File: src/hw/rtl/vbgo_pkg.sv
// Shared types and constants for the vertical band gain/offset block.
// No dependencies; every other file imports this package.
package vbgo_pkg;

   // Field widths of the pixel transaction and the configuration registers
   localparam int PixelW      = 8;
   localparam int LineWidthW  = 14;
   localparam int BandW       = 13;
   localparam int GainW       = 12;
   localparam int BiasW       = 9;
   localparam int CsrDataW    = 14;
   localparam int CsrIndexW   = 3;

   // Ramp and fixed-point constants
   localparam int RampSteps    = 4;
   localparam int WeightW      = 3;
   localparam int BandMinStart = 3;
   localparam int UnityGain    = 256;
   localparam int ProductShift = 10;
   localparam int FactorW      = 14;
   localparam int PixelMax     = 255;

   localparam int DefaultMaxLineWidth = 8192;

   // Register reset values
   localparam logic [LineWidthW-1:0] LineWidthReset = LineWidthW'(1024);
   localparam logic [BandW-1:0]      BandStartReset = BandW'(100);
   localparam logic [BandW-1:0]      BandEndReset   = BandW'(200);
   localparam logic [GainW-1:0]      GainReset      = GainW'(256);
   localparam logic [BiasW-1:0]      BiasReset      = '0;

   // Register indexes on the configuration port
   typedef enum logic [CsrIndexW-1:0] {
      CSR_LINE_WIDTH = 3'd0,
      CSR_BAND_START = 3'd1,
      CSR_BAND_END   = 3'd2,
      CSR_GAIN       = 3'd3,
      CSR_BIAS       = 3'd4
   } csr_index_type;

   typedef struct packed {
      logic [LineWidthW-1:0]   line_width;
      logic [BandW-1:0]        band_start;
      logic [BandW-1:0]        band_end;
      logic [GainW-1:0]        gain;
      logic signed [BiasW-1:0] bias;
   } cfg_type;

   // Contents of the stage register between band decode and arithmetic
   typedef struct packed {
      logic               valid;
      logic [PixelW-1:0]  pixel;
      logic [WeightW-1:0] weight;
   } stage_type;

endpackage

File: src/hw/rtl/vbgo_req_if.sv
// Pixel request channel: valid/ready handshake with pixel and line start.
// Depends on vbgo_pkg for the pixel width.
interface vbgo_req_if import vbgo_pkg::*; ();
   logic              valid;
   logic              ready;
   logic [PixelW-1:0] pixel_in;
   logic              line_start;

   modport source (output valid, pixel_in, line_start, input ready);
   modport sink   (input valid, pixel_in, line_start, output ready);
endinterface

File: src/hw/rtl/vbgo_rsp_if.sv
// Pixel response channel: valid/ready handshake with result pixel and band flag.
// Depends on vbgo_pkg for the pixel width.
interface vbgo_rsp_if import vbgo_pkg::*; ();
   logic              valid;
   logic              ready;
   logic [PixelW-1:0] pixel_out;
   logic              in_band;

   modport source (output valid, pixel_out, in_band, input ready);
   modport sink   (input valid, pixel_out, in_band, output ready);
endinterface

File: src/hw/rtl/vbgo_csr.sv
// Configuration register file: line width, band limits, gain and bias.
// Depends on vbgo_pkg for widths, reset values and register indexes.
module vbgo_csr import vbgo_pkg::*; (
   input  logic                 clock,
   input  logic                 reset,
   input  logic                 csr_we,
   input  logic [CsrIndexW-1:0] csr_index,
   input  logic [CsrDataW-1:0]  csr_wdata,
   output cfg_type              cfg
);

   cfg_type cfg_ff;
   cfg_type cfg_in;

   // Decode the write and update the addressed register
   always_comb begin
      cfg_in = cfg_ff;
      if (csr_we) begin
         unique case (csr_index)
            CSR_LINE_WIDTH: cfg_in.line_width = csr_wdata[LineWidthW-1:0];
            CSR_BAND_START: cfg_in.band_start = csr_wdata[BandW-1:0];
            CSR_BAND_END:   cfg_in.band_end   = csr_wdata[BandW-1:0];
            CSR_GAIN:       cfg_in.gain       = csr_wdata[GainW-1:0];
            CSR_BIAS:       cfg_in.bias       = $signed(csr_wdata[BiasW-1:0]);
            default:        cfg_in = cfg_ff;
         endcase
      end
   end

   always_ff @(posedge clock) begin
      if (reset) begin
         cfg_ff.line_width <= LineWidthReset;
         cfg_ff.band_start <= BandStartReset;
         cfg_ff.band_end   <= BandEndReset;
         cfg_ff.gain       <= GainReset;
         cfg_ff.bias       <= BiasReset;
      end else begin
         cfg_ff <= cfg_in;
      end
   end

   assign cfg = cfg_ff;

endmodule

File: src/hw/rtl/vbgo_band.sv
// Column tracking and band/ramp weight decode, ending in the stage register.
// Depends on vbgo_pkg for the configuration and stage types.
module vbgo_band import vbgo_pkg::*; #(
   parameter int MAX_LINE_WIDTH = DefaultMaxLineWidth
) (
   input  logic              clock,
   input  logic              reset,
   input  cfg_type           cfg,
   input  logic              accept,
   input  logic              advance,
   input  logic [PixelW-1:0] pixel_in,
   input  logic              line_start,
   output stage_type         stage
);

   localparam int ColW = $clog2(MAX_LINE_WIDTH);
   localparam int CmpW = ((ColW > LineWidthW) ? ColW : LineWidthW) + 2;
   localparam logic [ColW-1:0] ColMax = ColW'(MAX_LINE_WIDTH - 1);

   logic [ColW-1:0]        column_ff;
   logic [ColW-1:0]        column_in;
   logic [ColW-1:0]        col;
   logic [BandW-1:0]       start_raised;
   logic signed [CmpW-1:0] col_s;
   logic signed [CmpW-1:0] start_s;
   logic signed [CmpW-1:0] lim_s;
   logic signed [CmpW-1:0] end_raw_s;
   logic signed [CmpW-1:0] end_s;
   logic signed [CmpW-1:0] dist_lo;
   logic signed [CmpW-1:0] dist_hi;
   logic [WeightW-1:0]     w_core;
   logic [WeightW-1:0]     w_lo;
   logic [WeightW-1:0]     w_hi;
   logic [WeightW-1:0]     w_max;
   logic [WeightW-1:0]     weight;
   logic                   on_line;
   stage_type              stage_ff;

   // Column of this transaction and next count, saturating at the top
   always_comb begin
      col = line_start ? '0 : column_ff;
      column_in = column_ff;
      if (accept) begin
         column_in = (col == ColMax) ? col : col + 1'b1;
      end
   end

   // Band limits: raise start to the minimum, cap end at line width minus ramp
   always_comb begin
      start_raised = (cfg.band_start < BandW'(BandMinStart)) ?
                     BandW'(BandMinStart) : cfg.band_start;
      col_s     = $signed(CmpW'(col));
      start_s   = $signed(CmpW'(start_raised));
      lim_s     = $signed(CmpW'(cfg.line_width)) - $signed(CmpW'(RampSteps));
      end_raw_s = $signed(CmpW'(cfg.band_end));
      end_s     = (end_raw_s > lim_s) ? lim_s : end_raw_s;
      dist_lo   = start_s - col_s;
      dist_hi   = col_s - end_s;
   end

   // Weight: full inside the band, falling ramp on either side; keep the highest
   always_comb begin
      w_core = (col_s >= start_s && col_s <= end_s) ? WeightW'(RampSteps) : '0;
      w_lo = '0;
      if (dist_lo >= $signed(CmpW'(1)) && dist_lo < $signed(CmpW'(RampSteps))) begin
         w_lo = WeightW'(RampSteps) - WeightW'(dist_lo[1:0]);
      end
      w_hi = '0;
      if (dist_hi >= $signed(CmpW'(1)) && dist_hi < $signed(CmpW'(RampSteps))) begin
         w_hi = WeightW'(RampSteps) - WeightW'(dist_hi[1:0]);
      end
      w_max = w_core;
      if (w_lo > w_max) begin
         w_max = w_lo;
      end
      if (w_hi > w_max) begin
         w_max = w_hi;
      end
      on_line = CmpW'(col) < CmpW'(cfg.line_width);
      weight  = on_line ? w_max : '0;
   end

   // Hold control state: column count and stage valid; capture the payload on accept
   always_ff @(posedge clock) begin
      if (reset) begin
         column_ff      <= '0;
         stage_ff.valid <= 1'b0;
      end else begin
         column_ff <= column_in;
         if (advance) begin
            stage_ff.valid <= accept;
         end
      end
      if (accept) begin
         stage_ff.pixel  <= pixel_in;
         stage_ff.weight <= weight;
      end
   end

   assign stage = stage_ff;

`ifndef SYNTHESIS
   a_column_steps: assert property (@(posedge clock) disable iff (reset)
      (accept && !line_start && column_ff != ColMax) |=> column_ff == $past(column_ff) + 1'b1)
      else $error("column count did not advance on an accepted transaction");

   a_column_restart: assert property (@(posedge clock) disable iff (reset)
      (accept && line_start) |=> column_ff == ColW'(1))
      else $error("column count did not restart at line start");

   a_weight_bound: assert property (@(posedge clock) disable iff (reset)
      stage_ff.valid |-> stage_ff.weight <= WeightW'(RampSteps))
      else $error("stage weight exceeds full strength");
`endif

endmodule

File: src/hw/rtl/vbgo_stretch.sv
// Gain and offset arithmetic with clamp, ending in the result register.
// Depends on vbgo_pkg for the configuration and stage types.
module vbgo_stretch import vbgo_pkg::*; (
   input  logic              clock,
   input  logic              reset,
   input  cfg_type           cfg,
   input  stage_type         stage,
   input  logic              advance,
   output logic              rsp_valid,
   output logic [PixelW-1:0] rsp_pixel_out,
   output logic              rsp_in_band
);

   localparam int DW    = GainW + 2;
   localparam int KdW   = DW + 2;
   localparam int ProdW = PixelW + FactorW;
   localparam int ScW   = ProdW - ProductShift;
   localparam int BkW   = BiasW + 3;
   localparam int SumW  = ScW + 2;

   logic signed [DW-1:0]   gain_delta;
   logic signed [KdW-1:0]  gain_k;
   logic signed [KdW-1:0]  factor;
   logic [ProdW-1:0]       product;
   logic [ScW-1:0]         scaled;
   logic signed [BkW-1:0]  bias_k;
   logic signed [BkW-1:0]  bias_adj;
   logic signed [SumW-1:0] sum;
   logic [PixelW-1:0]      clamped;
   logic [PixelW-1:0]      result;
   logic                   valid_ff;
   logic [PixelW-1:0]      pixel_ff;
   logic                   in_band_ff;

   // Scale the gain excess and the bias by the ramp weight (shift and add)
   always_comb begin
      gain_delta = $signed(DW'(cfg.gain)) - $signed(DW'(UnityGain));
      case (stage.weight)
         3'd1:    gain_k = KdW'(gain_delta);
         3'd2:    gain_k = KdW'(gain_delta) <<< 1;
         3'd3:    gain_k = (KdW'(gain_delta) <<< 1) + KdW'(gain_delta);
         3'd4:    gain_k = KdW'(gain_delta) <<< 2;
         default: gain_k = '0;
      endcase
      case (stage.weight)
         3'd1:    bias_k = BkW'(cfg.bias);
         3'd2:    bias_k = BkW'(cfg.bias) <<< 1;
         3'd3:    bias_k = (BkW'(cfg.bias) <<< 1) + BkW'(cfg.bias);
         3'd4:    bias_k = BkW'(cfg.bias) <<< 2;
         default: bias_k = '0;
      endcase
   end

   // Multiply by the weighted factor, add the offset rounded toward zero, clamp
   always_comb begin
      factor   = $signed(KdW'(1 << ProductShift)) + gain_k;
      product  = ProdW'(stage.pixel) * ProdW'(factor[FactorW-1:0]);
      scaled   = product[ProdW-1:ProductShift];
      bias_adj = bias_k + (bias_k[BkW-1] ? $signed(BkW'(RampSteps - 1)) : $signed(BkW'(0)));
      sum      = $signed(SumW'(scaled)) + SumW'(bias_adj >>> 2);
      if (sum < $signed(SumW'(0))) begin
         clamped = '0;
      end else if (sum > $signed(SumW'(PixelMax))) begin
         clamped = PixelW'(PixelMax);
      end else begin
         clamped = sum[PixelW-1:0];
      end
      result = (stage.weight != '0) ? clamped : stage.pixel;
   end

   // Hold result valid until taken
   always_ff @(posedge clock) begin
      if (reset) begin
         valid_ff <= 1'b0;
      end else if (advance) begin
         valid_ff <= stage.valid;
      end
   end

   always_ff @(posedge clock) begin
      if (advance && stage.valid) begin
         pixel_ff   <= result;
         in_band_ff <= stage.weight != '0;
      end
   end

   assign rsp_valid     = valid_ff;
   assign rsp_pixel_out = pixel_ff;
   assign rsp_in_band   = in_band_ff;

`ifndef SYNTHESIS
   a_flag_follows_weight: assert property (@(posedge clock) disable iff (reset)
      (advance && stage.valid) |=> valid_ff && in_band_ff == ($past(stage.weight) != '0))
      else $error("band flag does not match stage weight");

   a_pass_through: assert property (@(posedge clock) disable iff (reset)
      (advance && stage.valid && stage.weight == '0) |=> pixel_ff == $past(stage.pixel))
      else $error("pixel outside the band was altered");

   a_stall_holds: assert property (@(posedge clock) disable iff (reset)
      !advance |=> $stable(pixel_ff) && $stable(in_band_ff) && valid_ff)
      else $error("result register changed while stalled");
`endif

endmodule

File: src/hw/rtl/vertical_band_gain_offset.sv
// Vertical band gain/offset: a request passes the stage register, then the result
// register, to the response. One pixel transaction per cycle while responses are
// taken; both registers let a new transaction in while a finished result waits.
// Synchronous active-high reset clears the column count to 0, empties both
// stages and loads the register defaults (width 1024, band 100..200, unity gain).
module vertical_band_gain_offset import vbgo_pkg::*; #(
   parameter int MAX_LINE_WIDTH = DefaultMaxLineWidth
) (
   input  logic                 clock,
   input  logic                 reset,
   vbgo_req_if.sink             req_chan,
   vbgo_rsp_if.source           rsp_chan,
   input  logic                 csr_we,
   input  logic [CsrIndexW-1:0] csr_index,
   input  logic [CsrDataW-1:0]  csr_wdata
);

   cfg_type   cfg;
   stage_type stage;
   logic      out_advance;
   logic      stage_advance;
   logic      accept;

   // Advance each stage when the one after it has room
   assign out_advance   = !rsp_chan.valid || rsp_chan.ready;
   assign stage_advance = !stage.valid || out_advance;
   assign req_chan.ready = stage_advance;
   assign accept         = req_chan.valid && stage_advance;

   vbgo_csr u_csr (
      .clock     (clock),
      .reset     (reset),
      .csr_we    (csr_we),
      .csr_index (csr_index),
      .csr_wdata (csr_wdata),
      .cfg       (cfg)
   );

   vbgo_band #(
      .MAX_LINE_WIDTH (MAX_LINE_WIDTH)
   ) u_band (
      .clock      (clock),
      .reset      (reset),
      .cfg        (cfg),
      .accept     (accept),
      .advance    (stage_advance),
      .pixel_in   (req_chan.pixel_in),
      .line_start (req_chan.line_start),
      .stage      (stage)
   );

   vbgo_stretch u_stretch (
      .clock         (clock),
      .reset         (reset),
      .cfg           (cfg),
      .stage         (stage),
      .advance       (out_advance),
      .rsp_valid     (rsp_chan.valid),
      .rsp_pixel_out (rsp_chan.pixel_out),
      .rsp_in_band   (rsp_chan.in_band)
   );

endmodule

File: src/flat_wrapper.sv
// flat-port wrapper written by rule: the top's interface ports become plain ports
module vertical_band_gain_offset_flat import vbgo_pkg::*;
#(
   parameter int MAX_LINE_WIDTH = DefaultMaxLineWidth
)
  (clock, reset, csr_we, csr_index, csr_wdata, req_chan_valid, req_chan_pixel_in, req_chan_line_start, req_chan_ready, rsp_chan_valid, rsp_chan_pixel_out, rsp_chan_in_band, rsp_chan_ready);
  vbgo_req_if req_chan_i ();
  vbgo_rsp_if rsp_chan_i ();
  input  logic clock;
  input  logic reset;
  input  logic csr_we;
  input  logic [CsrIndexW-1:0] csr_index;
  input  logic [CsrDataW-1:0] csr_wdata;
  input wire logic [$bits(req_chan_i.valid)-1:0] req_chan_valid;
  input wire logic [$bits(req_chan_i.pixel_in)-1:0] req_chan_pixel_in;
  input wire logic [$bits(req_chan_i.line_start)-1:0] req_chan_line_start;
  output wire logic [$bits(req_chan_i.ready)-1:0] req_chan_ready;
  output wire logic [$bits(rsp_chan_i.valid)-1:0] rsp_chan_valid;
  output wire logic [$bits(rsp_chan_i.pixel_out)-1:0] rsp_chan_pixel_out;
  output wire logic [$bits(rsp_chan_i.in_band)-1:0] rsp_chan_in_band;
  input wire logic [$bits(rsp_chan_i.ready)-1:0] rsp_chan_ready;
  assign req_chan_i.valid = req_chan_valid;
  assign req_chan_i.pixel_in = req_chan_pixel_in;
  assign req_chan_i.line_start = req_chan_line_start;
  assign req_chan_ready = req_chan_i.ready;
  assign rsp_chan_valid = rsp_chan_i.valid;
  assign rsp_chan_pixel_out = rsp_chan_i.pixel_out;
  assign rsp_chan_in_band = rsp_chan_i.in_band;
  assign rsp_chan_i.ready = rsp_chan_ready;
  vertical_band_gain_offset #(.MAX_LINE_WIDTH(MAX_LINE_WIDTH)) u_core (.clock(clock), .reset(reset), .req_chan(req_chan_i), .rsp_chan(rsp_chan_i), .csr_we(csr_we), .csr_index(csr_index), .csr_wdata(csr_wdata));
endmodule
File: config.mk
export PLATFORM = sky130hd
export DESIGN_NAME = vertical_band_gain_offset_flat
export DESIGN_NICKNAME = d
export VERILOG_FILES = /design/src/hw/rtl/vbgo_pkg.sv /design/src/hw/rtl/vbgo_req_if.sv /design/src/hw/rtl/vbgo_rsp_if.sv /design/src/hw/rtl/vbgo_csr.sv /design/src/hw/rtl/vbgo_band.sv /design/src/hw/rtl/vbgo_stretch.sv /design/src/hw/rtl/vertical_band_gain_offset.sv /design/src/flat_wrapper.sv
export SDC_FILE = /design/constraint.sdc
export NUM_CORES = 1
export LEC_CHECK = 0
export BUFFER_PORTS_ARGS = -buffer_cell sky130_fd_sc_hd__buf_2
export CAP_MARGIN = 0
export CORE_MARGIN = 4
export CORE_UTILIZATION = 40
export CTS_CLUSTER_SIZE = 12
export DETAILED_ROUTE_END_ITERATION = 6
export PLACE_DENSITY = 0.56
export SYNTH_ARGS = -nofsm -noshare
export SYNTH_HDL_FRONTEND = slang
export SYNTH_SLANG_ARGS = --single-unit
File: constraint.sdc
create_clock -name clock -period 9.76 [get_ports clock]
set_input_delay 0.488 -clock clock [delete_from_list [all_inputs] [get_ports clock]]
set_output_delay 0.488 -clock clock [all_outputs]
set_load 0.02 [all_outputs]
# ---- Word-level counts from Yosys, hierarchy flattened
# Index checks and enable logic that the tools add are counted.
dict set report op_classes {
  div_mod_pow 0
  magnitude_cmp 13
  n_eq_ne 9
  n_reduce_logical 16
  addsub 12
  n_mux 15
  shifts 0
  n_bitwise 0
  multipliers 1
}
# operator count
set ops {}
lappend ops {{case mux 14 bit (4 select lines)} 1}
lappend ops {{case mux 12 bit (4 select lines)} 1}
lappend ops {{2-to-1 mux 13 bit} 3}
lappend ops {{2-to-1 mux 8 bit} 3}
lappend ops {{multiplier 8 x 14 -> 22 bit} 1}
lappend ops {{greater-or-equal comparator 16 x 2 -> 1 bit (second input constant)} 1}
lappend ops {{<= comparator 14 x 16 -> 1 bit} 1}
lappend ops {{less-than comparator 16 x 4 -> 1 bit (second input constant)} 1}
lappend ops {{2-to-1 mux 16 bit} 1}
lappend ops {{subtractor 14 x 16 -> 16 bit} 1}
lappend ops {{> comparator 14 x 15 -> 1 bit} 1}
lappend ops {{2-to-1 mux 3 bit} 5}
lappend ops {{subtractor 14 x 3 -> 15 bit (second input constant)} 1}
lappend ops {{adder 12 x 14 -> 14 bit (first input constant)} 1}
lappend ops {{adder 13 x 10 -> 14 bit} 1}
lappend ops {{adder 14 x 13 -> 14 bit} 1}
lappend ops {{greater-or-equal comparator 14 x 2 -> 1 bit (second input constant)} 1}
lappend ops {{> comparator 14 x 9 -> 1 bit (second input constant)} 1}
lappend ops {{less-than comparator 13 x 14 -> 1 bit} 1}
lappend ops {{less-than comparator 14 x 1 -> 1 bit (second input constant)} 1}
lappend ops {{less-than comparator 14 x 4 -> 1 bit (second input constant)} 1}
lappend ops {{subtractor 13 x 13 -> 14 bit} 1}
lappend ops {{adder 13 x 1 -> 13 bit (second input constant)} 1}
lappend ops {{equality test 13 bit (second input constant)} 1}
lappend ops {{other kinds (17)} 34}
dict set report totals {
  rom_bits 0
  output_inout_bits 11
  wordCells 78
  n_memories 0
  latch_bits 0
  register_bits 96
  ram_bits 0
}

# ---- Logic depth before layout (Yosys ltp)
dict set report logic_depth {
  depth_word 10
  ltp_mapped 35
  ltp_nobuf 34
}

# ---- Hierarchy
# Synthesis repeated with hierarchy kept, for this count alone.
dict set report hier_totals {
  cells_unflattened 1443
  hier_area_um2 12489.5
}
# mod area_per_inst_um2 seq_area_each_um2 cells_per_inst n_inst
set by_module_without_submodules {}
lappend by_module_without_submodules {vbgo_stretch 6005.8 290.3 705 1}
lappend by_module_without_submodules {vbgo_band 3975.1 610.6 508 1}
lappend by_module_without_submodules {vbgo_csr 2473.6 1221.2 227 1}
lappend by_module_without_submodules {vertical_band_gain_offset 35.0 0.0 3 1}

# ---- Least setup slack after synthesis
# Ideal clock, no wire load.
dict set report synth_path {
  path_type {register to register}
  startpoint {reg u_core.u_csr.cfg_ff, in the netlist u_core.u_csr.cfg[17]}
  endpoint {reg u_core.u_stretch.pixel_ff[1] (netlist: u_core.u_stretch.rsp_pixel_out[1]) (data pin)}
  setup_time_ns 0.258
  t_required_ns 9.502
  path_slack_ns 1.680
  n_path_buf 1
  path_stages_with_launch 34
  arrival_time_ns 7.822
  path_cell_list {dfxtp_1 > clkbuf_1 > inv_1 > ha_1 > xnor2_1 > inv_1 > ha_1 > inv_1 > a211oi_1 > or4_1 > nand3_1 > o211ai_1 > xnor2_1 > and2_1 > fa_1 > fa_1 > fa_1 > inv_1 > fa_1 > inv_1 > ha_1 > a21o_1 > a21oi_1 > nand2_1 > xor2_1 > ha_1 > or4_1 > o21ai_0 > o31a_1 > a21oi_1 > nand2b_1 > mux2i_2 > nand4b_4 > o221a_1}
}
dict set report synth_via {
  elab_chain_len 10
  elab_cells_between_ends 11
  cone_classes {add/sub: 4; mul: 1; order compare: 2; mux: 4}
}
# element line
set synth_lines {}
lappend synth_lines {{start: declaration} vbgo_csr.sv:12} ;# cfg_type cfg_ff;
lappend synth_lines {{start signal: assignment} vbgo_csr.sv:38} ;# cfg_ff <= cfg_in;
lappend synth_lines {{subtractor 12 x 9 -> 13 bit (*)} vbgo_stretch.sv:37} ;# gain_delta = $signed(DW'(cfg.gain)) - $signed(DW'(UnityGain));
lappend synth_lines {{adder 14 x 13 -> 14 bit} vbgo_stretch.sv:41} ;# 3'd3: gain_k = (KdW'(gain_delta) <<< 1) + KdW'(gain_delta);
lappend synth_lines {{case mux 14 bit (4 select lines) (*)} vbgo_stretch.sv:38} ;# case (stage.weight)
lappend synth_lines {{adder 12 x 14 -> 14 bit (*)} vbgo_stretch.sv:56} ;# factor = $signed(KdW'(1 << ProductShift)) + gain_k;
lappend synth_lines {{multiplier 8 x 14 -> 22 bit (*)} vbgo_stretch.sv:57} ;# product = ProdW'(stage.pixel) * ProdW'(factor[FactorW-1:0]);
lappend synth_lines {{adder 13 x 10 -> 14 bit (*)} vbgo_stretch.sv:60} ;# sum = $signed(SumW'(scaled)) + SumW'(bias_adj >>> 2);
lappend synth_lines {{> comparator 14 x 9 -> 1 bit} vbgo_stretch.sv:63} ;# end else if (sum > $signed(SumW'(PixelMax))) begin
lappend synth_lines {{2-to-1 mux 8 bit} vbgo_stretch.sv:63}
lappend synth_lines {{2-to-1 mux 8 bit (*)} vbgo_stretch.sv:61} ;# if (sum < $signed(SumW'(0))) begin
lappend synth_lines {{2-to-1 mux 8 bit (*)} vbgo_stretch.sv:68} ;# result = (stage.weight != '0) ? clamped : stage.pixel;
lappend synth_lines {{named net u_core.u_stretch.result[1]} vbgo_stretch.sv:30} ;# logic [PixelW-1:0] result;
lappend synth_lines {{end signal: assignment} vbgo_stretch.sv:82} ;# pixel_ff <= result;
lappend synth_lines {{end: declaration} vbgo_stretch.sv:32} ;# logic [PixelW-1:0] pixel_ff;
# Mark *: on every way through the listed nets, which the timed path passes. The rest lies on a longest branch.
# A chain may end at the register's enable or synchronous reset.

# ---- Worst setup path after layout
dict set report layout_path {
  startpoint {reg u_core.u_csr.cfg_ff, in the netlist u_core.u_csr.cfg[17]}
  endpoint {reg u_core.u_stretch.pixel_ff[5] (netlist: u_core.u_stretch.rsp_pixel_out[5]) (data pin)}
}
# Same word-level chain as after synthesis.

==> impl_metrics.ini <==
[sta]
tns_ns = 0
fin_hold_ws_ns = 0.294
rsz0062_at_grt = no
setup_slack_ns = 0.801
relSlewSlack_pct = 34.0
finalCritPeriodShare_pct = 91.8
setup_violations = 0
tightestPinTransition_ns = 0.987
report.final.slew_viol_count = 0
finalWorstPathRequiredPeriod_ns = 8.96
timing.fmax_mhz = 112
hold_viol = 0
skew_ns = 0.0117

[global_route]
first_global_vias = 10305
grt_pass1_wl_mm = 54.5
antenna_found_initial = 0
grt_max_degree = 77
grtUsageTotal_pct = 20.3
globalRoute.totalOverflow = 0

[detailed_routing]
drc_errors = 0
vias = 10383
viasPerCell = 5.50
ant_nets = 0
wl_mm = 32.9
first_iter_violations = 617
avgRoutedWirePerCell_um = 17.4
firstDrtPassIters = 5

[hold_path]
hold_path.class = in -> reg
hp-start = req_chan_pixel_in[4]

[placement]
dp_slack_ns = 0.880
dp_hpwl_mm = 25.9
gp_congestion = 0.850
port_buffers = 41

[synthesis]
synth_edf_count = 20
avgSynthCellArea_um2 = 7.97
synth.most_common_cell = nand2_1
synth_top_family_by_area = adder cells
ys_ff_latch = 96
synthTopCellsByArea = ha_1 (14%), dfxtp_1 (13%), fa_1 (13%)
yosysWarnings = 0
yosys.cell_types.count = 84
seq_area_frac_synth_pct = 17.8
yosysTopAreaCell = ha_1
yosys-top-cells-count = nand2_1 (214), ha_1 (137), inv_1 (127)
muxShareOfSynthArea_pct = 1.18
synthAdderAreaFrac_pct = 27.2
synth-compound-area-share_pct = 18.8
synth_nets = 1739
syn_area_um2 = 11900
synth-async-reset-ratio_pct = 0
synth-simple-area-share_pct = 24.6
synth_flop_cell = dfxtp_1
synth_cells = 1495
synthDominantCellAreaShare_pct = 14.4
yosys.area_share.xor_xnor_pct = 4.41

[setup_path]
setup.worst_path.start_class = flip-flop
slowest_delay_ns = 0.55
rrSetupSlack_ns = 0.80
r2r_start = u_core.u_csr.cfg[17]
cp.required_ns = 9.88
worstPathArrival_ns = 9.07
critPathMostFrequentCell = inv_1
crit_start = u_core.u_csr.cfg[17]
cp_max_fo = 8
criticalPathCategory = reg -> reg
worstSetupEndpointType = flip-flop
crit_slowest_cell = fa_1

[pwr]
leakage_uw = 0.00565
powerDensity_nw_per_um2 = 91.4
finalPower_uw = 1160
peakVddDrop_v = 0.0000697

[final_layout]
nFillCells = 2986
multi_input_area_um2 = 9080
seqCellArea_um2 = 2120
area_growth_pct = 6.91
final_nets = 1744
layout-drive-gt1-share_pct = 6.31
n_antenna_cell = 0
fin_util_pct = 43.9

[clocking]
post_cts.repair.setup_buffers = 0
cts_resized = 0
clkLatencyLatePin_ns = 0.37
cts.sinks = 96
hold_buffers = 0
cts_buffers = 9
h-tree-depth = 3
root_buffer = clkbuf_16
cts.reportedPaths.clkPinSlew_ns = 0.08
cts_max_path_buffers = 2
tritoncts = yes

[run_status]
status = complete, no violations

[job]
drv_cap = 0

[die]
die_h_um = 181
fp-row-count = 62
coreArea_um2 = 29000
die_area_um2 = 32600
num_io_pins = 42
initial_core_util_pct = 41.1
dieWidth_um = 181
[layout make-up]
class                      instances  share of cell area, %
timing repair buffer              52                   2.26
multi-input combinational       1213                   71.3
inverter                         128                   3.77
clock inverter                     7                  0.481
clock buffer                       9                   1.77
tap                              384                   3.77
sequential                        96                   16.7
[report_power, final]
part / internal, µW / switching (µW) / leakage [µW] / total [µW]
clock: 179 / 195 / 0.000140 / 375
sequential: 423 / 21.1 / 0.000807 / 444
combinational: 145 / 201 / 0.00470 / 346
[path summary, 6_finish.rpt]
kind | end | cells past startpoint
worst min register to register | u_core.u_csr.cfg[58] | 2
worst max register to register | u_core.u_stretch.rsp_pixel_out[5] | 33
worst min-delay path | u_core.u_band.stage[7] | 1
worst max-delay path | u_core.u_stretch.rsp_pixel_out[5] | 33
[cell families after synthesis]
group	count (synthesis)
AND/OR/NAND/NOR	589
flip-flops	96
AO/OA/AOI/OAI	337
XOR/XNOR	60
multiplexers	13
adder cells (fa/ha/maj)	214
buffers and inverters	186
[metrics by stage]
stage | instance area (µm²) | instances
after global routing | 12700 | 1889
after detailed placement | 12500 | 1873
after floorplan | 11900 | 1495
final | 12700 | 1889
after CTS | 12700 | 1889
after global placement | 12500 | 1873
[metal layers]
metal	share of wire, %	vias to the layer above	global-route usage, %
met5	0	-	0
met4	2.0	0	5.20
met3	3.4	45	2.48
met2	49	180	35.9
met1	45	4980	26.4
li1	-	5178	-
[registers in the layout, indices dropped and copies added (netlist names)]
signal                          flops
u_core.u_stretch.rsp_in_band        1
u_core.u_csr.cfg                   61
u_core.u_band.column_ff            13
u_core.u_stretch.rsp_pixel_out      8
u_core.u_stretch.rsp_valid          1
u_core.u_band.stage                12
[critical path: cells and delay by family, from the launching register on]
kind                     cells  cell delay (ns)
adder cells (fa/ha/maj)      8             3.27
XOR/XNOR                     3             1.09
AND/OR/NAND/NOR              7             1.43
buffers and inverters        5             0.52
multiplexers                 1             0.21
AO/OA/AOI/OAI                9             1.69
flip-flops                   1             0.47
[layout by cell type (no fill, tap or decap), types with 18 or more instances in the layout]
cell and n:
nand2_1 214, ha_1 137, inv_1 127, a21oi_1 114, nor2_1 107, and2_1 91, fa_1 76, dfxtp_1 76
o21ai_0 47, xnor2_1 42, buf_2 41, nand3_1 28, nor2b_1 24, nor3_1 23, nand2b_1 21, edfxtp_1 20
a22oi_1 18, xor2_1 18, a211oi_1 18
No activity file was read; power rests on OpenSTA's default activity.
